File: src/sfr_pkg.sv
// shared types and constants for the sync frame receiver
// no dependencies
package sfr_pkg;
  localparam logic [1:0] ACT_PUSH  = 2'd0;
  localparam logic [1:0] ACT_READ  = 2'd1;
  localparam logic [1:0] ACT_CLEAR = 2'd2;
  localparam logic [1:0] ST_NONE   = 2'd0;
  localparam logic [1:0] ST_ACCEPT = 2'd1;
  localparam logic [1:0] ST_REJECT = 2'd2;
  localparam logic [1:0] REG_SYNC_FIRST  = 2'd0;
  localparam logic [1:0] REG_SYNC_SECOND = 2'd1;
  localparam logic [1:0] REG_TAIL_FIRST  = 2'd2;
  localparam logic [1:0] REG_TAIL_SECOND = 2'd3;
  localparam int CHECK_POS_NOMINAL = 130;
  localparam int RESYNC_START = 2;

  typedef struct packed {
    logic [1:0] action;
    logic [7:0] data_byte;
    logic [7:0] read_index;
  } cmd_t;
endpackage

File: src/sfr_ram.sv
// generic single-port-write, one-read ram with registered read data
// no dependencies
module sfr_ram #(
  parameter int WIDTH = 8,
  parameter int DEPTH = 133
) (
  input  logic                     clk,
  input  logic                     we,
  input  logic [$clog2(DEPTH)-1:0] waddr,
  input  logic [WIDTH-1:0]         wdata,
  input  logic [$clog2(DEPTH)-1:0] raddr,
  output logic [WIDTH-1:0]         rdata
);
  logic [WIDTH-1:0] mem [DEPTH];
  always_ff @(posedge clk) begin
    if (we) begin
      mem[waddr] <= wdata;
    end
    rdata <= mem[raddr];
  end
endmodule

File: src/sfr_front.sv
// front end: input skid and two-entry command queue toward the engine
// depends on sfr_pkg
module sfr_front (
  input  logic          clk,
  input  logic          rst_n,
  input  logic          in_tvalid,
  output logic          in_tready,
  input  sfr_pkg::cmd_t in_cmd,
  output logic          q_valid,
  input  logic          q_pop,
  output sfr_pkg::cmd_t q_cmd
);
  import sfr_pkg::*;
  cmd_t       ent_r [2];
  logic [1:0] cnt_r;
  logic       rd_r;
  logic       push;

  assign in_tready = (cnt_r != 2'd2);
  assign push      = in_tvalid && in_tready;
  assign q_valid   = (cnt_r != 2'd0);
  assign q_cmd     = ent_r[rd_r];

  always_ff @(posedge clk) begin
    if (!rst_n) begin
      cnt_r <= 2'd0;
      rd_r  <= 1'b0;
    end else begin
      cnt_r <= cnt_r + {1'b0, push} - {1'b0, q_pop};
      if (q_pop) begin
        rd_r <= ~rd_r;
      end
    end
    if (push) begin
      ent_r[rd_r ^ cnt_r[0]] <= in_cmd;
    end
  end
endmodule

File: src/sfr_engine.sv
// back end: sequencer over work and held buffers, checksum and resync walks
// depends on sfr_pkg and sfr_ram
module sfr_engine #(
  parameter int FRAME_BYTES = 133
) (
  input  logic          clk,
  input  logic          rst_n,
  input  logic          q_valid,
  output logic          q_pop,
  input  sfr_pkg::cmd_t q_cmd,
  input  logic [7:0]    sync_first,
  input  logic [7:0]    sync_second,
  input  logic [7:0]    tail_first,
  input  logic [7:0]    tail_second,
  output logic          res_valid,
  input  logic          res_ready,
  output logic [1:0]    res_status,
  output logic [7:0]    res_read_data,
  output logic          res_held,
  output logic [7:0]    res_fill
);
  import sfr_pkg::*;
  localparam int AW = $clog2(FRAME_BYTES);
  localparam int CP = (CHECK_POS_NOMINAL < FRAME_BYTES - 2) ? CHECK_POS_NOMINAL
                                                             : FRAME_BYTES - 3;
  localparam logic [2:0] S_IDLE = 3'd0, S_READ = 3'd1, S_CHK = 3'd2,
                         S_SCAN = 3'd3, S_MOVE = 3'd4, S_COPY = 3'd5,
                         S_OUT = 3'd6;

  logic [2:0]  state_r;
  logic [7:0]  count_r;
  logic        held_r;
  logic [7:0]  ptr_r;      // walk read address
  logic [7:0]  dst_r;      // write address for move and copy
  logic [7:0]  src_r;      // resync start position
  logic [7:0]  xor_r;
  logic        ok_r;
  logic        rvalid_r;   // ram data at ptr of last cycle is present
  logic [7:0]  rptr_r;
  logic [1:0]  ostat_r;
  logic [7:0]  ord_r;
  logic [7:0]  rdidx_r;

  logic          wwe, hwe;
  logic [AW-1:0] wwa, wra, hra;
  logic [7:0]    wwd, wrd, hrd;

  sfr_ram #(.WIDTH(8), .DEPTH(FRAME_BYTES)) u_work (
    .clk, .we(wwe), .waddr(wwa), .wdata(wwd), .raddr(wra), .rdata(wrd));
  sfr_ram #(.WIDTH(8), .DEPTH(FRAME_BYTES)) u_held (
    .clk, .we(hwe), .waddr(wwa), .wdata(wrd), .raddr(hra), .rdata(hrd));

  logic [7:0] last;
  assign last = 8'(FRAME_BYTES - 1);

  always_comb begin
    q_pop = 1'b0;
    wwe = 1'b0; hwe = 1'b0;
    wwa = count_r[AW-1:0];
    wwd = q_cmd.data_byte;
    wra = ptr_r[AW-1:0];
    hra = rdidx_r[AW-1:0];
    if (state_r == S_IDLE && q_valid) begin
      q_pop = 1'b1;
      if (q_cmd.action == ACT_PUSH) begin
        if (count_r == 8'd0) wwe = (q_cmd.data_byte == sync_first);
        else if (count_r == 8'd1) begin
          wwe = 1'b1;
          wwa = (q_cmd.data_byte == sync_second) ? AW'(1) : AW'(0);
        end else if (count_r < 8'(FRAME_BYTES)) wwe = 1'b1;
      end
    end
    if (state_r == S_MOVE && rvalid_r) begin
      wwe = 1'b1; wwa = dst_r[AW-1:0]; wwd = wrd;
    end
    if (state_r == S_COPY && rvalid_r) begin
      hwe = 1'b1; wwa = dst_r[AW-1:0];
    end
  end

  assign res_valid     = (state_r == S_OUT);
  assign res_status    = ostat_r;
  assign res_read_data = ord_r;
  assign res_held      = held_r;
  assign res_fill      = count_r;

  always_ff @(posedge clk) begin
    if (!rst_n) begin
      state_r <= S_IDLE;
      count_r <= 8'd0;
      held_r  <= 1'b0;
      rvalid_r <= 1'b0;
    end else begin
      case (state_r)
        S_IDLE: if (q_valid) begin
          ostat_r <= ST_NONE;
          ord_r   <= 8'd0;
          rdidx_r <= q_cmd.read_index;
          state_r <= S_OUT;
          case (q_cmd.action)
            ACT_PUSH: begin
              if (count_r == 8'd0) begin
                if (q_cmd.data_byte == sync_first) count_r <= 8'd1;
              end else if (count_r == 8'd1) begin
                if (q_cmd.data_byte == sync_second) count_r <= 8'd2;
                else count_r <= (q_cmd.data_byte == sync_first) ? 8'd1 : 8'd0;
              end else if (count_r >= 8'(FRAME_BYTES)) begin
                count_r <= 8'd0;
              end else begin
                count_r <= count_r + 8'd1;
                if (count_r == last) begin
                  state_r <= S_CHK;
                  ptr_r <= 8'd0; xor_r <= 8'd0; ok_r <= 1'b1;
                  rvalid_r <= 1'b0;
                end
              end
            end
            ACT_READ: if (held_r && q_cmd.read_index < 8'(FRAME_BYTES))
              state_r <= S_READ;
            ACT_CLEAR: begin count_r <= 8'd0; held_r <= 1'b0; end
            default: ;
          endcase
        end
        S_READ: begin
          // held ram read issued last cycle
          if (rvalid_r) begin
            ord_r <= hrd; rvalid_r <= 1'b0; state_r <= S_OUT;
          end else rvalid_r <= 1'b1;
        end
        S_CHK: begin
          rptr_r <= ptr_r;
          rvalid_r <= (ptr_r < 8'(FRAME_BYTES));
          if (ptr_r < 8'(FRAME_BYTES)) ptr_r <= ptr_r + 8'd1;
          if (rvalid_r) begin
            if (rptr_r == 8'd0 && wrd != sync_first) ok_r <= 1'b0;
            if (rptr_r == 8'd1 && wrd != sync_second) ok_r <= 1'b0;
            if (rptr_r == 8'(FRAME_BYTES - 2) && wrd != tail_first) ok_r <= 1'b0;
            if (rptr_r == last && wrd != tail_second) ok_r <= 1'b0;
            if (rptr_r < 8'(CP)) xor_r <= xor_r ^ wrd;
            if (rptr_r == 8'(CP) && wrd != xor_r) ok_r <= 1'b0;
            if (rptr_r == last) begin
              rvalid_r <= 1'b0;
              if (ok_r && !(wrd != tail_second)) begin
                state_r <= S_COPY; ptr_r <= 8'd0; dst_r <= 8'd0;
              end else begin
                state_r <= S_SCAN; ptr_r <= 8'(RESYNC_START);
              end
            end
          end
        end
        S_SCAN: begin
          rptr_r <= ptr_r;
          rvalid_r <= 1'b1;
          if (ptr_r < 8'(FRAME_BYTES)) ptr_r <= ptr_r + 8'd1;
          if (rvalid_r) begin
            if (wrd == sync_first) begin
              src_r <= rptr_r; ptr_r <= rptr_r; dst_r <= 8'd0;
              rvalid_r <= 1'b0; state_r <= S_MOVE;
            end else if (rptr_r == last) begin
              rvalid_r <= 1'b0; count_r <= 8'd0;
              ostat_r <= ST_REJECT; state_r <= S_OUT;
            end
          end
        end
        S_MOVE: begin
          rvalid_r <= (ptr_r < 8'(FRAME_BYTES));
          if (ptr_r < 8'(FRAME_BYTES)) ptr_r <= ptr_r + 8'd1;
          if (rvalid_r) begin
            dst_r <= dst_r + 8'd1;
            if (dst_r == last - src_r) begin
              rvalid_r <= 1'b0;
              count_r <= 8'(FRAME_BYTES) - src_r;
              ostat_r <= ST_REJECT; state_r <= S_OUT;
            end
          end
        end
        S_COPY: begin
          rvalid_r <= (ptr_r < 8'(FRAME_BYTES));
          if (ptr_r < 8'(FRAME_BYTES)) ptr_r <= ptr_r + 8'd1;
          if (rvalid_r) begin
            dst_r <= dst_r + 8'd1;
            if (dst_r == last) begin
              rvalid_r <= 1'b0; held_r <= 1'b1; count_r <= 8'd0;
              ostat_r <= ST_ACCEPT; state_r <= S_OUT;
            end
          end
        end
        S_OUT: if (res_ready) state_r <= S_IDLE;
        default: state_r <= S_IDLE;
      endcase
    end
  end
endmodule

File: src/sync_frame_receiver_xor_check.sv
// top level of the fixed-length sync frame receiver with xor check
// depends on sfr_pkg, sfr_front, sfr_engine, sfr_ram
//
// in channel: one transfer per action (push byte, read held byte, clear).
// out channel: exactly one result transfer per input transfer, in order.
// a push or read that does not end a frame goes from decode to result; a read
// of a held byte first waits in a read state for the registered held ram read.
// the push that completes a frame walks the work ram once for the header,
// tail and xor check, then either copies the frame into the held ram or
// scans for a new sync byte and slides the tail down, emptying the buffer
// if none is found. these walks through the single-read work ram set the
// frame-end cost; the engine takes its next command only once the result
// of the last one has been taken.
// a two-entry queue keeps taking input, until full, while the engine works or
// while out_tready is low; the engine holds its result until out_tready.
// reset: empty buffer, no frame held, registers to their default values.
// config writes apply at once and should happen only while idle.
module sync_frame_receiver_xor_check #(
  parameter int FRAME_BYTES = 133
) (
  input  logic        clk,
  input  logic        rst_n,
  input  logic        in_tvalid,
  output logic        in_tready,
  input  logic [1:0]  in_tuser,   // action
  input  logic [15:0] in_tdata,   // data_byte[7:0], read_index[15:8]
  output logic        out_tvalid,
  input  logic        out_tready,
  output logic [23:0] out_tdata,  // frame_status[1:0], read_data[9:2],
                                  // frame_held[10], fill_level[18:11], zero
  input  logic        cfg_we,
  input  logic [1:0]  cfg_index,
  input  logic [7:0]  cfg_data
);
  import sfr_pkg::*;
  logic [7:0] sync_first_r, sync_second_r, tail_first_r, tail_second_r;
  cmd_t in_cmd, q_cmd;
  logic q_valid, q_pop;
  logic [1:0] st;
  logic [7:0] rd, fill;
  logic held;

  always_ff @(posedge clk) begin
    if (!rst_n) begin
      sync_first_r  <= 8'd252;
      sync_second_r <= 8'd207;
      tail_first_r  <= 8'd253;
      tail_second_r <= 8'd223;
    end else if (cfg_we) begin
      case (cfg_index)
        REG_SYNC_FIRST:  sync_first_r  <= cfg_data;
        REG_SYNC_SECOND: sync_second_r <= cfg_data;
        REG_TAIL_FIRST:  tail_first_r  <= cfg_data;
        REG_TAIL_SECOND: tail_second_r <= cfg_data;
        default: ;
      endcase
    end
  end

  assign in_cmd = '{action: in_tuser, data_byte: in_tdata[7:0],
                    read_index: in_tdata[15:8]};

  sfr_front u_front (
    .clk, .rst_n, .in_tvalid, .in_tready, .in_cmd,
    .q_valid, .q_pop, .q_cmd);

  sfr_engine #(.FRAME_BYTES(FRAME_BYTES)) u_engine (
    .clk, .rst_n, .q_valid, .q_pop, .q_cmd,
    .sync_first(sync_first_r), .sync_second(sync_second_r),
    .tail_first(tail_first_r), .tail_second(tail_second_r),
    .res_valid(out_tvalid), .res_ready(out_tready),
    .res_status(st), .res_read_data(rd), .res_held(held), .res_fill(fill));

  assign out_tdata = {5'd0, fill, held, rd, st};

  a_fill_range: assert property (@(posedge clk) disable iff (!rst_n)
    fill <= 8'(FRAME_BYTES)) else $error("fill level past frame size");
  a_accept_clears: assert property (@(posedge clk) disable iff (!rst_n)
    out_tvalid && st == ST_ACCEPT |-> held && fill == 8'd0)
    else $error("accepted frame not held");
  a_status_code: assert property (@(posedge clk) disable iff (!rst_n)
    out_tvalid |-> (st == ST_NONE || st == ST_ACCEPT || st == ST_REJECT))
    else $error("bad status");
endmodule
File: config.mk
export PLATFORM = sky130hd
export DESIGN_NAME = sync_frame_receiver_xor_check
export DESIGN_NICKNAME = d
export VERILOG_FILES = /design/src/sfr_pkg.sv /design/src/sfr_ram.sv /design/src/sfr_front.sv /design/src/sfr_engine.sv /design/src/sync_frame_receiver_xor_check.sv
export SDC_FILE = /design/constraint.sdc
export NUM_CORES = 2
export LEC_CHECK = 0
export ABC_AREA = 1
export BUFFER_PORTS_ARGS = -buffer_cell sky130_fd_sc_hd__buf_2
export CAP_MARGIN = 20
export CORE_MARGIN = 2
export CORE_UTILIZATION = 30
export DETAILED_ROUTE_END_ITERATION = 10
export HOLD_SLACK_MARGIN = 0.05
export MAX_ROUTING_LAYER = met4
export PLACE_DENSITY = 0.51
export RECOVER_POWER = 25
export SYNTH_ARGS = -nofsm -noshare
export SYNTH_HDL_FRONTEND = slang
export SYNTH_HIERARCHICAL = 1
export SYNTH_SLANG_ARGS = --single-unit
File: constraint.sdc
create_clock -name clk -period 8.9 [get_ports clk]
set_input_delay 0 -clock clk [delete_from_list [all_inputs] [get_ports clk]]
set_output_delay 0 -clock clk [all_outputs]
set_load 0.05 [all_outputs]
==> metrics.txt <==
outcome=finished, violations left; violated checks=capacitance limit, slew limit; most frequent cells in the layout=nand2_1 (2452), edfxtp_1 (2223), nand3_1 (2089); Leak=0.0371 uW; slowest library cell on the worst path=clkbuf_1; Root Driver=clkbuf_16; gr ovfl total=0; detailed router's first-iteration violation count=7032; CP Capture Type=flop; cells along the critical path=clkbuf_1 -> clkbuf_1; # clock sinks=2288; area of the die=325000 um2; Cell Pwr Density=290 nW/um2; Fin Hold WS=189 ps; GP Congestion=0.872; Slew Viols, Final=approximately 1000; Synth top area share=69.5%; I/O pin cnt=slightly below 60; CP delay by family, top=buffers and inverters; Synth area leaders=edfxtp_1 (70%), nand3_1 (11%), nand2_1 (9.6%); Core Util, Final=about 34%; CP Max Fanout=approximately 70; RSZ-0062 raised after global routing=false; Max IR drop VDD=0.267 mV; Synth area leader=edfxtp_1; chip height=570 um; Distinct cells, synth=52; share of layout cells above drive strength 1=under 10%; Final nets=roughly 8.3k; post-CTS resize count=0; initial antenna violation count=4; Avg Inst Size Synth=roughly 12 um2; synthesized instance count=8303; Post-synth EDFFs=around 2.2k; area grow syn2layout=11.9%; initial core utilization=just over 30%; first-pass GRT wire length=slightly above 400000 um; final worst path period share=74.4%; DRT Wirelength=281000 um; most common cell after layout, fill and taps aside=nand2_1; Async S/R FF share, synth=0%; crit start category=flop; clk_skew=~44 ps; H-tree depth=4; synth warn=6; Routed Antenna Nets=0; largest net degree at the start of global routing=266; Buf+Inv Stages, Crit Path=2; most used cell, CP=clkbuf_1; Peak Freq=~0.15 GHz; final setup vio count=0; via count=63.7k; DP HPWL=around 160000 um; vias per cell=5.04; core area=318000 um2; drt drc=0; port bufs=53; Tightest Pin Transition=about 4200 ps; Fin Setup TNS=0 ps; chip width=570 um; Max Cap Viol=23; Mapped Area=about 96000 um2; clock-pin slew on the worst setup and hold paths=around 70 ps; CP max stage delay=2980 ps; Final min period=6620 ps; Top FF cell, synth=edfxtp_1; FILL cells=31.4k; Final Hold Viols=0; overall routing resource usage=17.3%; later-pin clock latency in the skew report=890 ps; number of synthesized register bits=2288; DR pass1 iterations=6; Seq/Total Area, Yosys=70.9%; Crit Path Class=flop to flop; Tightest Hold Check Type=primary input to flop; TritonCTS clock tree=built; vias in the first global route=62.1k; Max clock buf depth=4; CP required=between 8000 and 9000 ps; endpoint arrival time on the critical path=6690 ps; number of cell rows=207; cts bufs inserted=between 200 and 250; Wirelength per Cell=22.2 um; worst relative slew slack=-180%
metrics by stage:
stage | power [uW] | area (um2) | setup WS [ps] | cells
floorplan | 18700 | 96000 | 28.2 | 8307
global placement | 21600 | 99200 | 3310 | 12100
detailed placement | 21600 | 99300 | 3310 | 12100
CTS | 31400 | 108000 | 3290 | 12600
global route | 32400 | 107000 | 2110 | 12600
finish | 31200 | 107000 | 2280 | 12600
routing by layer:
layer	vias up	GRT usage, %	wire, um
li1	29200	-	-
met1	31700	22.8	121000
met2	2408	27.8	133000
met3	495	2.13	18100
met4	0	5.58	9460
met5	-	-	0
kinds of logic (layout without fill, tap and decap cells):
group,after synthesis,in the layout,share of synthesized area (%)
simple gates,5094,5094,23.1
xor+xnor,49,49,0.447
buf+inv,711,865,4.36
fa+ha+maj,12,12,0.156
flops,2288,2288,70.9
other cells,1,9,0.00391
compound gates,128,128,0.811
mux,20,20,0.274
cell type report:
class	count	area [um2]	share of cell area, %
Antenna cell	4	10.0	0.00932
Clock buffer	273	5940	5.54
Clock inverter	144	1570	1.46
Inverter	197	801	0.746
Multi-Input combinational cell	5308	23800	22.2
Sequential cell	2288	68100	63.4
Tap cell	4180	5230	4.87
Timing Repair Buffer	251	1970	1.83
cells in the mapped netlist (3+ instances only):
cell / count
nand3_2: 3
edfxtp_1: 2223
nor4_1: 3
buf_2: 216
xnor2_1: 28
xor2_1: 21
o22ai_1: 3
nor2_4: 5
nor2_8: 3
buf_1: 35
clkbuf_1: 78
mux2_4: 10
inv_2: 13
buf_4: 47
mux2_2: 10
buf_6: 132
inv_1: 177
o211ai_1: 18
nor3_1: 29
ha_1: 12
nand3_1: 2085
nand2_2: 3
nand4_1: 50
or2_2: 8
buf_8: 3
nor2_1: 436
dfxtp_1: 65
a31oi_1: 4
nor2_2: 9
nand2_1: 2449
o21ai_0: 65
a21oi_1: 15
inv_4: 3
o221ai_1: 17
nand3_4: 4
final timing paths:
kind                                                from  depth (start not counted)  slack, ps                        end
worst max-delay path            u_engine/u_work/rdata[0]                          2       2280  u_engine/u_held/mem[5][0]
worst max register to register  u_engine/u_work/rdata[0]                          2       2280  u_engine/u_held/mem[5][0]
worst min-delay path                        cfg_index[0]                          4        190           sync_second_r[6]
worst min register to register        u_engine/rptr_r[6]                          0        460          u_engine/src_r[6]
tightest hold or removal path, stage by stage:
cell and delay (ps):
dlygate4sd3_1 530, buf_2 240, nand4_1 150, nand3_1 70
report_power, final:
| part | total (uW) | internal (uW) | switching [uW] |
|---|---|---|---|
| sequential | 13800 | 13600 | 206 |
| clock | 9810 | 5720 | 4090 |
| combinational | 7570 | 1530 | 6040 |
| total | 31200 | 20800 | 10300 |
repair_timing:
| action | in CTS | in global routing |
|---|---|---|
| buffers inserted | 0 | 0 |
| endpoints found under the hold margin | 132 | 0 |
| hold buffers | 77 | 0 |
Note: power is estimated with default switching activity, not from simulation.
